File: src/hdl/kncs_fifo.sv
// ============================================================================
// Klein-Nishina queue
// First-word-fall-through queue with a memory and a registered read stage.
// ============================================================================
module kncs_fifo #(
    parameter int WIDTH = 8,
    parameter int DEPTH = 4
) (
    input  logic             i_clk,
    input  logic             i_rst_n,
    input  logic             i_push,
    input  logic [WIDTH-1:0] i_data,
    output logic             o_full,
    input  logic             i_pop,
    output logic             o_empty,
    output logic [WIDTH-1:0] o_data
);
    localparam int AW = $clog2(DEPTH);

    logic [WIDTH-1:0] r_mem [DEPTH];
    logic [AW-1:0]    r_wr_ptr;
    logic [AW-1:0]    r_rd_ptr;
    logic [AW:0]      r_count;
    logic [AW:0]      n_count;
    logic             r_ov;
    logic [WIDTH-1:0] r_odata;
    logic             wr;
    logic             rd;

    // A stored entry refills the output register when it is free or drained.
    assign o_full  = (r_count == (AW+1)'(DEPTH));
    assign wr      = i_push && !o_full;
    assign rd      = (r_count != '0) && (!r_ov || i_pop);
    assign o_empty = !r_ov;
    assign o_data  = r_odata;

    always_comb begin
        n_count = r_count;
        if (wr && !rd) begin
            n_count = r_count + 1'b1;
        end else if (!wr && rd) begin
            n_count = r_count - 1'b1;
        end
    end

    // Control state.
    always_ff @(posedge i_clk) begin
        if (!i_rst_n) begin
            r_wr_ptr <= '0;
            r_rd_ptr <= '0;
            r_count  <= '0;
            r_ov     <= 1'b0;
        end else begin
            r_count <= n_count;
            if (wr) begin
                r_wr_ptr <= r_wr_ptr + 1'b1;
            end
            if (rd) begin
                r_rd_ptr <= r_rd_ptr + 1'b1;
                r_ov     <= 1'b1;
            end else if (i_pop && r_ov) begin
                r_ov <= 1'b0;
            end
        end
    end

    // Memory write and registered read.
    always_ff @(posedge i_clk) begin
        if (wr) begin
            r_mem[r_wr_ptr] <= i_data;
        end
        if (rd) begin
            r_odata <= r_mem[r_rd_ptr];
        end
    end

`ifndef SYNTHESIS
    a_count_bound: assert property (@(posedge i_clk) disable iff (!i_rst_n)
        r_count <= (AW+1)'(DEPTH))
        else $error("queue count beyond depth");
    a_refill: assert property (@(posedge i_clk) disable iff (!i_rst_n)
        (r_count != '0) |=> !o_empty)
        else $error("stored entry not presented at the output");
    a_no_overflow: assert property (@(posedge i_clk) disable iff (!i_rst_n)
        i_push |-> !o_full)
        else $error("push into a full queue");
`endif
endmodule

File: config.mk
export PLATFORM = sky130hd
export DESIGN_NAME = kncs_fifo
export DESIGN_NICKNAME = d
export VERILOG_FILES = /design/src/hdl/kncs_fifo.sv
export SDC_FILE = /design/constraint.sdc
export NUM_CORES = 1
export LEC_CHECK = 0
export ABC_AREA = 1
export BUFFER_PORTS_ARGS = -buffer_cell sky130_fd_sc_hd__buf_2
export CAP_MARGIN = 25
export CORE_UTILIZATION = 57
export CTS_CLUSTER_SIZE = 16
export DETAILED_ROUTE_END_ITERATION = 6
export GPL_TIMING_DRIVEN = 1
export PLACE_DENSITY = 0.88
export SLEW_MARGIN = 0
export SYNTH_ARGS = -nofsm -noshare
export SYNTH_HDL_FRONTEND = slang
export SYNTH_SLANG_ARGS = --single-unit
File: constraint.sdc
create_clock -name i_clk -period 2.41 [get_ports i_clk]
set_clock_uncertainty 0.15 [all_clocks]
set_input_delay 0.1205 -clock i_clk [delete_from_list [all_inputs] [get_ports i_clk]]
set_output_delay 0.1205 -clock i_clk [all_outputs]
set_load 0.02 [all_outputs]
==> out/metrics.yaml <==
wl_microns: 3615
worstMarginPinSlew_ns: 0.7418
clk_latency_ns: 0.36
dieWidth_microns: 60.59
synth_area_leaders: "edfxtp_1 (61%), dfxtp_1 (8.2%), nor2_1 (5.6%)"
intPower_mw: 1.618
post_cts_resized: 0
status: "finished, final reports clean"
finalSetupViolCount: 0
dieArea_sq_mm: 0.003671
via_count: 1264
wl_per_cell_microns: 15.13
cpPeakStageDelay_ns: 0.40
yosys.area.top_type: "edfxtp_1"
yosysSeqAreaShare_pct: 69.57
ys_ff_latch: 48
gp_congestion: 0.7401
cts_setup_buffers: 0
p_clk_share_pct: 18.0
coreArea_sq_mm: 0.003153
crit_path_end_kind: "register"
worstPathRequired_ns: 2.53
fin_area_sq_mm: 0.002276
clock-sinks: 48
cts_buffers: 5
cts_tree: "yes"
finalCritPeriodShare_pct: 85.27
cts_root_buf: "clkbuf_4"
cts_hold_buf: 10
leakagePower_nw: 0.8972
drv_slew: 0
worstPathCellList: "inv_1 > nand3_2 > nand2_2 > inv_2 > ha_1 > inv_1 > fa_1 > inv_1 > nand2_1 > nand3b_1 > nand2_1 > nand2_1 > nor2_1"
grt_usage_pct: 22.71
grt_start_max_net_pins: 19
cp-start-kind: "register"
pwr-share-seq_pct: 49.6
synth_area_sq_mm: 0.001957
remaining_drc_errors: 0
row_count: 20
io_buffers: 21
drtPass1Iterations: 4
hold_class: "input pin to register"
finalSetupTns_ns: 0
syn_nets: 174
fill_cells: 219
drtAntennaViolNets: 0
start_util_pct: 62.06
cts.htree.levels: 2
grt_overflow_total: 0
ir_drop_mv: 0.6994
power.switching_uw: 906.0
synth.avg_cell_area_sq_um: 12.54
cp_slowest_cell: "fa_1"
place_hpwl_microns: 2543
finalNetCount: 212
slew-limit-headroom_pct: 50.48
cts_buffer_depth: 2
synth_cell_type_count: 22
p_sw_share_pct: 35.89
antenna_found_initial: 0
period_minus_slack_ns: 2.055
die_h_microns: 60.59
yosysWarnings: 0
holdWs_ns: 0.002944
num_antenna_cells: 0
io_pins: 22
syn_to_final_growth_pct: 16.30
worstSetupPathType: "register to register"
clock.fmax_ghz: 0.4866
p_comb_share_pct: 32.4
power_mw: 2.524
grt_pass1_vias: 1305
hold_violations: 0
cellPowerDensity_mw_per_mm2: 1109
postPlaceCellArea_sq_mm: 0.002100
clkTransAtPathRegs_ns: 0.12
synth_top_area_share_pct: 61.38
worst_ep_arrival_time_ns: 2.18
syn_inst: 156
cap_violations: 0
via_per_inst: 5.289
grt_pass1_wl_microns: 5609
crit_fanout: 5
drive_gt1_share_pct: 21.03
drt_iter0_markers: 87
rsz0062_at_grt: "false"
==> worst max-delay path, delay by kind of cell, from the launching register on <==
kind | cells | cell delay [ns]
adders and majority gates | 2 | 0.57
DFF | 1 | 0.38
buffers and inverters | 4 | 0.33
and+or+nand+nor | 7 | 0.54
==> metal layers <==
layer | vias to the layer above | part of all wire [%] | GRT usage [%]
met5 | - | 0 | 0
met4 | 0 | 3.7 | 13.31
met3 | 14 | 6.7 | 7.889
met2 | 52 | 50 | 39.25
met1 | 584 | 39 | 24.02
li1 | 614 | - | -
==> metrics by stage <==
step	setup WS [ns]	std cells	utilization, %
floorplan	0.6171	156	-
global placement	0.5733	221	66.59
detailed placement	0.3827	221	66.59
CTS	0.3551	239	72.18
global route	0.1965	239	72.18
finish	0.3549	239	72.18
==> cell families (layout without fill, tap and decap cells) <==
family | count (synthesis) | after routing | synth area share, %
compound gates | 30 | 30 | 8.952
fa+ha+maj | 6 | 6 | 4.220
buf+inv | 23 | 62 | 6.458
flops | 48 | 48 | 69.56
simple gates | 49 | 49 | 10.80
==> state kept, by name, indices dropped and copies added, names as in the netlist <==
signal and count:
o_data 8, r_count 3, r_mem 32, r_ov 1
r_rd_ptr 2, r_wr_ptr 2
==> cells in the final DEF, fill, tap and decap left out, types with 2 or more instances in the layout <==
cell type      count
inv_2              2
nor2_1            29
dfxtp_1            8
clkbuf_4           5
ha_1               5
a21oi_1            3
edfxtp_1          40
buf_4              4
buf_2             21
o22ai_1            8
dlygate4sd3_1     10
nand3_2            2
nand3_1            2
nand2_2            2
o21ai_1            2
nand2_1           12
inv_1             16
nand3b_1           2
o21ai_0           15
==> area by class of cell <==
type / instances / area (sq um) / area share [%]
tap: 44 / 55.05 / 2.419
inverter: 19 / 78.83 / 3.463
multi-input combinational: 85 / 469.2 / 20.62
clock buffer: 6 / 41.29 / 1.814
timing repair buffer: 35 / 235.2 / 10.34
clock inverter: 2 / 35.03 / 1.539
sequential: 48 / 1361 / 59.81
==> path summary, 6_finish.rpt <==
path,cells after the start,start,slack [ns],end
worst max-delay path,13,r_count[1],0.35,r_count[2]
worst min-delay path,6,i_pop,0.003,r_ov
worst max register to register,13,r_count[1],0.35,r_count[2]
worst min register to register,2,r_wr_ptr[1],0.40,r_wr_ptr[1]
==> power groups by stage <==
stage / sequential, mW / clock, mW / combinational [mW]
3_3_place_gp: 1.26 / 0 / 0.733
6_report: 1.25 / 0.454 / 0.817
2_1_floorplan: 1.30 / 0 / 0.577
4_1_cts: 1.25 / 0.457 / 0.816
5_1_grt: 1.27 / 0.490 / 0.899
3_5_place_dp: 1.27 / 0 / 0.801
==> cells in the mapped netlist <==
cell type  number
edfxtp_1       40
nor2_1         29
inv_1          16
o21ai_0        15
nand2_1        12
dfxtp_1         8
o22ai_1         8
ha_1            5
a21oi_1         3
buf_6           2
inv_2           2
nand2_2         2
nand3_1         2
nand3_2         2
nand3b_1        2
o21ai_1         2
a21oi_4         1
buf_12          1
buf_2           1
fa_1            1
inv_8           1
o21ai_2         1
No activity file was read; power rests on OpenSTA's default activity.
