### src/hdl/kncs_pkg.sv
// ============================================================================
// Klein-Nishina evaluator package
// Shared constants, table and types for the Compton cross-section pipeline.
// ============================================================================
package kncs_pkg;

    // Default values for the top-level parameters.
    localparam int ANGLE_BITS_DEF    = 16;
    localparam int CORDIC_STAGES_DEF = 16;

    // Field widths.
    localparam int ANGLE_W  = 16;
    localparam int ENERGY_W = 14;
    localparam int SCAT_W   = 22;
    localparam int RATIO_W  = 17;
    localparam int CS_W     = 17;
    localparam int PHI_W    = 31;
    localparam int MAG_W    = 31;

    // Q30 constants.
    localparam logic [31:0] Q30_ONE         = 32'd1073741824;
    localparam logic [31:0] PI_Q30          = 32'd3373259426;
    localparam logic [31:0] HALF_PI_Q30     = 32'd1686629713;
    localparam logic [31:0] CORDIC_GAIN_Q30 = 32'd652032874;

    // Electron rest energy in keV and half of it for rounding.
    localparam logic [9:0] REST_KEV      = 10'd511;
    localparam logic [9:0] HALF_REST_KEV = 10'd255;

    // Pipeline depth of the back end beyond the CORDIC rotations.
    localparam int BACK_FIXED_LAT = 41;

    // Depth of the queue between front and back end.
    localparam int MID_DEPTH = 4;

    // Rotation angles atan(2^-i) in Q30.
    localparam logic [31:0] ATAN_Q30 [24] = '{
        32'd843314857, 32'd497837829, 32'd263043837, 32'd133525159,
        32'd67021687,  32'd33543516,  32'd16775851,  32'd8388437,
        32'd4194283,   32'd2097149,   32'd1048576,   32'd524288,
        32'd262144,    32'd131072,    32'd65536,     32'd32768,
        32'd16384,     32'd8192,      32'd4096,      32'd2048,
        32'd1024,      32'd512,       32'd256,       32'd128
    };

    // Classified angle handed from front to back end.
    typedef struct packed {
        logic             folded;
        logic [PHI_W-1:0] phi;
    } t_angle_item;

    // Cosine and sine magnitudes out of the CORDIC.
    typedef struct packed {
        logic             folded;
        logic [MAG_W-1:0] cos_mag;
        logic [MAG_W-1:0] sin_mag;
    } t_trig;

    // One result item.
    typedef struct packed {
        logic [SCAT_W-1:0]  photon_energy;
        logic [RATIO_W-1:0] energy_ratio;
        logic [CS_W-1:0]    cross_section;
    } t_result;

endpackage

### src/hdl/kncs_front.sv
// ============================================================================
// Klein-Nishina front end
// Scales the angle code to Q30 radians and folds it into the first quadrant.
// ============================================================================
module kncs_front #(
    parameter int ANGLE_BITS = kncs_pkg::ANGLE_BITS_DEF
) (
    input  logic                        i_clk,
    input  logic                        i_rst_n,
    input  logic                        i_push,
    output logic                        o_full,
    input  logic [kncs_pkg::ANGLE_W-1:0] i_scatter_angle,
    output logic                        o_q_push,
    output kncs_pkg::t_angle_item       o_q_item,
    input  logic                        i_q_full
);
    import kncs_pkg::*;

    logic [ANGLE_BITS-1:0]    code;
    logic [ANGLE_BITS+31:0]   prod;
    logic                     r_v;
    logic [31:0]              r_theta;
    logic                     advance;
    logic                     folded;
    logic [31:0]              phi_full;

    // Only the low ANGLE_BITS bits of the code count.
    assign code    = ANGLE_BITS'(i_scatter_angle);
    assign prod    = (ANGLE_BITS+32)'(code) * (ANGLE_BITS+32)'(PI_Q30);
    assign advance = !r_v || !i_q_full;
    assign o_full  = !advance;

    always_ff @(posedge i_clk) begin
        if (!i_rst_n) begin
            r_v <= 1'b0;
        end else if (advance) begin
            r_v <= i_push;
        end
    end

    always_ff @(posedge i_clk) begin
        if (advance && i_push) begin
            r_theta <= prod[ANGLE_BITS +: 32];
        end
    end

    // Angles past a right angle are mirrored; the cosine sign flips later.
    assign folded            = r_theta > HALF_PI_Q30;
    assign phi_full          = folded ? (PI_Q30 - r_theta) : r_theta;
    assign o_q_push          = r_v && !i_q_full;
    assign o_q_item.folded   = folded;
    assign o_q_item.phi      = phi_full[PHI_W-1:0];
endmodule

### config.mk
export PLATFORM = sky130hd
export DESIGN_NAME = kncs_front
export DESIGN_NICKNAME = d
export VERILOG_FILES = /design/src/hdl/kncs_pkg.sv /design/src/hdl/kncs_front.sv
export SDC_FILE = /design/constraint.sdc
export NUM_CORES = 1
export LEC_CHECK = 0
export ABC_AREA = 1
export BUFFER_PORTS_ARGS = -buffer_cell sky130_fd_sc_hd__buf_2
export CORE_MARGIN = 3
export CORE_UTILIZATION = 40
export CTS_CLUSTER_SIZE = 10
export DETAILED_ROUTE_END_ITERATION = 8
export GPL_ROUTABILITY_DRIVEN = 0
export PLACE_DENSITY = 0.59
export SYNTH_ARGS = -nofsm -noshare
export SYNTH_HDL_FRONTEND = slang
export SYNTH_SLANG_ARGS = --single-unit
### constraint.sdc
create_clock -name i_clk -period 5 [get_ports i_clk]
set_input_delay 0.25 -clock i_clk [delete_from_list [all_inputs] [get_ports i_clk]]
set_output_delay 0.25 -clock i_clk [all_outputs]
set_load 0.005 [all_outputs]
==> reports/metrics.yaml, run 1 <==
detailed_routing:
  drt-vias-per-instance: 4.66
  ant_nets: 0
  routed_wl_mm: 29.9
  drt_pass1_iterations: 5
  drc: 0
  dr.first_iter.drc_count: 459
  vias: 9697
  wl_per_cell_um: 14.3
final_layout:
  drive_above_1_share: 0.174
  nFillCells: 2712
  multi_input_area_um2: 9320
  final_util: 0.495
  diodes: 0
  area_delta_synth_final_pct: 20.5
  register_area_um2: 981
  layout.nets: 2062
synth:
  synth_ff_type: "edfxtp_1"
  synth_area_um2: 11200
  yosys-top-cells-count: "464 x nand2_1, 358 x inv_1, 181 x ha_1, 152 x fa_1, 128 x nor2_1"
  synth-seq-cells: 33
  async_flop_share: 0
  synthTopCellsByArea: "fa_1 27%, ha_1 20%, nand2_1 16%, inv_1 12%, edfxtp_1 8.6%"
  synth-edff-count: 32
  synth_seq_area_share: 0.0876
  synth_warnings: 0
  synth_nets: 1894
  yosysMostFrequentCell: "nand2_1"
  synth_top_area_frac: 0.272
  yosysTopAreaCell: "fa_1"
  syn_avg_cell_area_um2: 7.26
  synth_cell_type_count: 31
  syn_inst: 1541
clocking:
  hold_buffers: 0
  clk_latency_ps: 280
  cts_htree_levels: 2
  cts_root_buf: "clkbuf_16"
  cts_buffers: 5
  cts.sink_count: 33
  path_clk_slew_ps: 50
  cts_tree: "done"
  clockBufferDepth: 2
timing:
  rsz0062_at_grt: "true"
  post-route-period-util: 0.972
  relSlewSlack: 0.586
  period_minus_slack_ps: 4860
  finalHoldViolCount: 0
  fin_worst_skew_ps: 5.86
  tightestPinTransition_ps: 618
  setup_viol: 0
  max_freq_ghz: 0.206
  drv_slew: 0
worst_setup_path:
  cp_max_fo: 4
  worst_ep_required_time_ps: 5020
  cp-end-kind: "flip-flop"
  cp_cell_sequence: "buf_2 > fa_2 > buf_4 > fa_1 > fa_1 > fa_1 > fa_1 > inv_1 > fa_1 > inv_1 > ha_4 > nand2_4 > inv_2 > nand2_1 > nand2_2 > buf_4 > nor2_4 > nand3_4 > nand2_2 > nand2_1 > nand2_1 > nand2_2"
  slowest_stage: "fa_2"
  slowest_delay_ps: 600
  path_delay_family: "adder cells"
  critPathLaunchType: "input port"
  crit_buf_inv: 6
  cpMostUsedCell: "fa_1"
  crit_type: "input port to flip-flop"
  arrival_ps: 4880
global_routing:
  gr-total-overflow: 0
  antenna_found_initial: 0
  grt_pass1_vias: 9816
  grt_usage: 0.198
  grt_pass1_wl_mm: 48.8
  grt_max_degree: 34
flow_run:
  drv_cap: 0
floorplan:
  coreArea_um2: 27300
  die_area_um2: 30000
  initial_core_util: 0.411
  die_w_um: 173
  num_rows: 60
  boundaryPins: 54
  die_height_um: 173
place:
  port_buffers: 53
  place_hpwl_mm: 26.6
run_status:
  status: "finished, final reports clean"
worst_hold_path:
  hp-class: "input port to flip-flop"
placed cells by master (no fill, tap or decap), types with 11 or more instances in the layout:
| cell type | netlist | layout |
|---|---|---|
| nand4_1 | 11 | 11 |
| nor2_1 | 128 | 107 |
| a21oi_1 | 43 | 28 |
| nor2_4 | 1 | 12 |
| xor2_1 | 28 | 28 |
| nand2_2 | 3 | 25 |
| inv_2 | 4 | 13 |
| nand3_1 | 62 | 55 |
| edfxtp_1 | 32 | 32 |
| a21oi_2 | 0 | 15 |
| nand2_1 | 464 | 436 |
| buf_4 | 2 | 118 |
| fa_1 | 152 | 146 |
| ha_4 | 0 | 15 |
| inv_1 | 358 | 349 |
| ha_1 | 181 | 163 |
| o21ai_0 | 24 | 20 |
| buf_2 | 7 | 53 |
state kept, by name, indices dropped and copies added (netlist names):
register	cells
r_v	1
r_theta	32
final timing paths:
kind                 endpoint  slack (ps)  cells after the start          startpoint
setup / recovery  r_theta[24]         140                     22  i_scatter_angle[6]
hold / removal            r_v         220                      2             i_rst_n
setup reg to reg  r_theta[12]        3780                      4                 r_v
hold reg to reg           r_v         490                      2                 r_v
stage by stage:
step | hold WS, ps | instances | TNS (ps) | instance area [um2] | setup slack, ps
final | 223 | 2082 | 0 | 13500 | 141
after detailed placement | 491 | 2072 | -11650 | 12800 | -556
after floorplan | 404 | 1541 | 0 | 11200 | 54.3
after CTS | 219 | 2082 | -12.7 | 13000 | -7.01
after global routing | 246 | 2082 | -160 | 13500 | -28.8
after global placement | 477 | 2072 | -9120 | 12800 | -480
repair_timing:
item / in CTS / in global routing
setup buffers: 2 / 0
gates resized for setup: 20 / 113
endpoints found under the setup margin: 26 / 27
pin swaps: 8 / 50
layout make-up:
| class | instances | share of cell area |
|---|---|---|
| Clock inverter | 3 | 0.00130 |
| Multi-Input combinational cell | 1132 | 0.691 |
| Timing Repair Buffer | 174 | 0.0898 |
| Clock buffer | 5 | 0.00928 |
| Inverter | 363 | 0.101 |
| Tap cell | 372 | 0.0345 |
| Sequential cell | 33 | 0.0727 |
logic make-up (layout without fill, tap and decap cells):
family                   count (synthesis)  count (layout)  synth area share
AND/OR/NAND/NOR                        680             680             0.241
buffers and inverters                  376             545             0.129
adder cells (fa/ha/maj)                333             333             0.474
AO/OA/AOI/OAI                           82              82            0.0395
XOR/XNOR                                37              37            0.0289
flip-flops                              33              33            0.0876
metal layers:
metal / global-route usage / wire [um]
met1: 0.265 / 13800
met2: 0.354 / 14600
met3: 0.0147 / 836
met4: 0.0392 / 578
met5: 0 / 0
worst reg2reg max path: stages, from the launching register on:
cell     delay [ps]
dfxtp_1         300
nand2_1          70
inv_1            60
nor2_2           70
buf_4           350
Power of run 1 is not shown: default switching activity piles up to over one toggle a cycle in this logic, so the estimate is an artifact.
==> inputs of run 2 (changes only) <==
--- a/config.mk
+++ b/config.mk
@@ -7,6 +7,7 @@
 export LEC_CHECK = 0
 export ABC_AREA = 1
 export BUFFER_PORTS_ARGS = -buffer_cell sky130_fd_sc_hd__buf_2
+export CORE_ASPECT_RATIO = 0.9
 export CORE_MARGIN = 3
 export CORE_UTILIZATION = 40
 export CTS_CLUSTER_SIZE = 10
==> reports/metrics.yaml, run 2 (synthesis results as in run 1) <==
final_layout:
  layout.nets: 2075  # +0.63%
  top_regs: "r_theta x32, r_v x1"
  fin_area_um2: 13700  # +1.9%
  drive_above_1_share: 0.201  # +0.0265
  largest_reg_flops: 32  # unchanged
  diodes: 0  # unchanged
  layout_common_cells: "422 x nand2_1, 348 x inv_1, 158 x ha_1, 144 x fa_1, 134 x buf_4"
  area_delta_synth_final_pct: 22.7
  regMostFlops: "r_theta"
  final_common_cell: "nand2_1"
detailed_routing:
  ant_nets: 0  # unchanged
  dr.first_iter.drc_count: 640  # +39%
  vias: 9861  # +1.7%
  drc: 0  # unchanged
  wl_met1_mm: 14.6  # +5.3%
  wl_per_cell_um: 14.8  # +3.5%
  drt-vias-per-instance: 4.75  # +1.9%
  drt_pass1_iterations: 5  # unchanged
  maxUsedRoutingLayer: "met4"
  routed_wl_mm: 30.8  # +3.2%
  wl_met3_mm: 1.18  # +42%
  wl_met2_mm: 14.6  # -0.28%
worst_hold_path:
  hp-start: "i_rst_n"
  hp-class: "input port to flip-flop"
worst_setup_path:
  arrival_ps: 4900  # +20 ps
  critPathLaunchType: "input port"
  r2r_start: "r_v"
  cp_max_fo: 4  # unchanged
  startpoint: "i_scatter_angle[8]"
  crit_type: "input port to flip-flop"
  cp-end-kind: "flip-flop"
  worst_ep_required_time_ps: 5040  # +20 ps
global_routing:
  antenna_found_initial: 0  # unchanged
  gr-total-overflow: 0  # unchanged
  grt_usage: 0.205  # +0.00732
  grt_max_degree: 34  # unchanged
  grt_pass1_vias: 9829  # +0.13%
  grt_pass1_wl_mm: 49.4  # +1.2%
clocking:
  path_clk_slew_ps: 50  # about the same
  cts_buffers: 5  # unchanged
  clk_latency_ps: 280  # about the same
  hold_buffers: 0  # unchanged
  cts.sink_count: 33  # unchanged
  cts_root_buf: "clkbuf_16"
  clockBufferDepth: 2  # unchanged
  cts_tree: "done"
  cts_htree_levels: 2  # unchanged
timing:
  relSlewSlack: 0.578  # -0.00825
  max_freq_ghz: 0.206  # about the same
  drv_slew: 0  # unchanged
  tightestPinTransition_ps: 631  # +12.3 ps
  fin_tns_setup_ps: 0  # unchanged
  post-route-period-util: 0.972  # about the same
  finalHoldViolCount: 0  # unchanged
  period_minus_slack_ps: 4860  # +1.79 ps
  setup_viol: 0  # unchanged
  rsz0062_at_grt: "true"
  fin_worst_skew_ps: 3.13  # -2.74 ps
flow_run:
  drv_cap: 0  # unchanged
place:
  dpl_cell_area_um2: 12800  # unchanged
  port_buffers: 53  # unchanged
  place_hpwl_mm: 27.1  # +1.8%
floorplan:
  die_w_um: 182  # +5.2%
  coreArea_um2: 27200  # about the same
  boundaryPins: 54  # unchanged
  initial_core_util: 0.411  # about the same
  die_area_um2: 30000  # about the same
  die_height_um: 165  # -5.0%
  num_rows: 57  # -5.0%
run_status:
  status: "finished, final reports clean"
## run 2: through the flow
step / cells / util / worst slack (ps) / hold WS, ps
2_1_floorplan: 1541 / - / 54.3 / 404
3_3_place_gp: 2062 / 0.469 / -418 / 471
3_5_place_dp: 2062 / 0.469 / -482 / 510
4_1_cts: 2071 / 0.481 / -13.1 / 227
5_1_grt: 2077 / 0.504 / -18.1 / 235
6_report: 2077 / 0.504 / 140 / 224
## run 2: worst paths after layout
path                      end  slack, ps  cells after the start
hold reg to reg           r_v        510                      2
setup reg to reg   r_theta[1]       3760                      4
setup / recovery  r_theta[20]        140                     21
hold / removal            r_v        220                      2
## run 2: layout make-up
class	instances	area (um2)
Clock inverter	3	41.3
Sequential cell	33	981
Timing Repair Buffer	187	1270
Fill cell	2672	13500
Clock buffer	5	125
Multi-Input combinational cell	1132	9510
Tap cell	354	443
Inverter	363	1370
## run 2: critical path, stage by stage
cell and delay [ps]:
buf_2 120, fa_1 530, buf_4 160, fa_1 490, inv_1 60, fa_1 480, inv_1 60, fa_1 460
fa_1 570, fa_1 460, ha_4 300, nand2_2 100, inv_1 80, nand2_2 100, inv_1 80, a21oi_2 200
nand3_4 120, nand2_1 100, nand2_1 60, nand2_1 60, nand2_1 50
## run 2: timing repair
action	in CTS	in global routing
setup endpoints to repair	24	28
setup buffers	1	6
gates resized for setup	38	141
pin swaps	2	69
## run 2: metal layers
layer  up-vias  global-route usage
met2       233               0.360
met5         -                   0
met1      4571               0.284
met3        27              0.0126
met4         0              0.0377
li1       5030                   -
Power of run 2 is left out for the same reason.
==> inputs of run 3 (changes only) <==
--- a/config.mk
+++ b/config.mk
@@ -9,11 +9,11 @@
 export BUFFER_PORTS_ARGS = -buffer_cell sky130_fd_sc_hd__buf_2
 export CORE_ASPECT_RATIO = 0.9
 export CORE_MARGIN = 3
-export CORE_UTILIZATION = 40
+export CORE_UTILIZATION = 59
 export CTS_CLUSTER_SIZE = 10
 export DETAILED_ROUTE_END_ITERATION = 8
 export GPL_ROUTABILITY_DRIVEN = 0
-export PLACE_DENSITY = 0.59
+export PLACE_DENSITY = 0.81
 export SYNTH_ARGS = -nofsm -noshare
 export SYNTH_HDL_FRONTEND = slang
 export SYNTH_SLANG_ARGS = --single-unit
==> reports/metrics.yaml, run 3 (synthesis results as in run 1) <==
worst_setup_path:
  crit_type: "input port to flip-flop"
  worst_ep_required_time_ps: 5040  # about the same
  cp-end-kind: "flip-flop"
  cp_max_fo: 6  # +2
  critPathLaunchType: "input port"
  arrival_ps: 5020  # +120 ps
global_routing:
  grt_pass1_vias: 10200  # +4.1%
  gr-total-overflow: 0  # unchanged
  grt_max_degree: 34  # unchanged
  grt_usage: 0.302  # +0.0968
  antenna_found_initial: 0  # unchanged
  grt_pass1_wl_mm: 49.1  # -0.42%
timing:
  fin_worst_skew_ps: 4.83  # +1.71 ps
  relSlewSlack: 0.582  # +0.00429
  rsz0062_at_grt: "true"
  setup_viol: 0  # unchanged
  setup_slack_ps: 18.4  # -121 ps
  post-route-period-util: 0.996  # +0.0243
  tightestPinTransition_ps: 624  # -6.42 ps
  finalHoldViolCount: 0  # unchanged
  period_minus_slack_ps: 4980  # +121 ps
  fin_tns_setup_ps: 0  # unchanged
  drv_slew: 0  # unchanged
  max_freq_ghz: 0.201  # -2.4%
final_layout:
  regMostFlops: "r_theta"
  diodes: 0  # unchanged
  top_regs: "r_theta x32, r_v x1"
  drive_above_1_share: 0.181  # -0.0201
  layout_common_cells: "431 x nand2_1, 350 x inv_1, 158 x ha_1, 145 x fa_1, 113 x buf_4"
  largest_reg_flops: 32  # unchanged
  layout.nets: 2056  # -0.92%
  nFillCells: 1336  # -50%
  final_common_cell: "nand2_1"
  area_delta_synth_final_pct: 19.2
  final_util: 0.720  # +0.216
floorplan:
  initial_core_util: 0.604  # +0.193
  boundaryPins: 54  # unchanged
  die_w_um: 151  # -17%
  die_height_um: 137  # -17%
  die_area_um2: 20700  # -31%
  num_rows: 47  # -18%
  coreArea_um2: 18500  # -32%
detailed_routing:
  drt-vias-per-instance: 5.54  # +17%
  ant_nets: 0  # unchanged
  wl_per_cell_um: 17.2  # +16%
  routed_wl_mm: 33.6  # +8.9%
  vias: 10800  # +9.5%
  dr.first_iter.drc_count: 872  # +36%
  drc: 0  # unchanged
  drt_pass1_iterations: 8  # +3
clocking:
  cts_root_buf: "clkbuf_16"
  clockBufferDepth: 2  # unchanged
  path_clk_slew_ps: 60  # about the same
  cts.sink_count: 33  # unchanged
  cts_tree: "done"
  cts_buffers: 5  # unchanged
  hold_buffers: 0  # unchanged
  cts_htree_levels: 2  # unchanged
  clk_latency_ps: 290  # about the same
worst_hold_path:
  hp-class: "input port to flip-flop"
place:
  place_hpwl_mm: 26.5  # -2.0%
  port_buffers: 53  # unchanged
  dp_slack_ps: -432  # +49.7 ps
run_status:
  status: "finished, final reports clean"
flow_run:
  drv_cap: 0  # unchanged
run 3: final cells by class:
cell class                      instances  area [um2]  share of cell area
Clock inverter                          2        10.0            0.000750
Sequential cell                        33         981              0.0735
Inverter                              363        1370               0.102
Clock buffer                            6         129             0.00966
Timing Repair Buffer                  168        1140              0.0854
Tap cell                              245         307              0.0230
Multi-Input combinational cell       1132        9410               0.705
run 3: worst paths after layout:
path,from,endpoint,slack [ps],cells past startpoint
setup / recovery,i_scatter_angle[14],r_theta[28],20,19
hold / removal,i_rst_n,r_v,210,2
setup reg to reg,r_v,r_theta[3],3760,4
hold reg to reg,r_v,r_v,510,2
run 3: through the flow:
step	area (um2)	hold WS, ps	instances
floorplan	11200	404	1541
global placement	12500	470	1937
detailed placement	12500	513	1937
CTS	12800	220	1945
global route	13300	236	1949
finish	13300	215	1949
run 3: repair_timing:
action,in CTS,in global routing
resized for setup,17,137
setup buffers,0,4
pin swaps,1,60
setup endpoints to repair,19,28
run 3: layer usage:
layer | vias to the layer above | part of all wire | track usage
met4 | 0 | 0.060 | 0.110
met3 | 179 | 0.073 | 0.0381
li1 | 4985 | - | -
met1 | 5061 | 0.38 | 0.380
met2 | 571 | 0.48 | 0.533
met5 | - | 0 | 0
run 3: worst max-delay path, cell delays in order:
cell and delay, ps:
buf_2 150, fa_2 590, inv_1 70, fa_2 560, fa_2 460, fa_1 520
fa_1 560, inv_1 70, fa_1 610, ha_4 240, nand2_1 80, nand2_1 100
o21bai_1 230, a21oi_2 180, nor2_1 50, nor2_1 110, nand2_1 60, nand2_1 60
nand2_1 60
Power of run 3 is left out for the same reason.
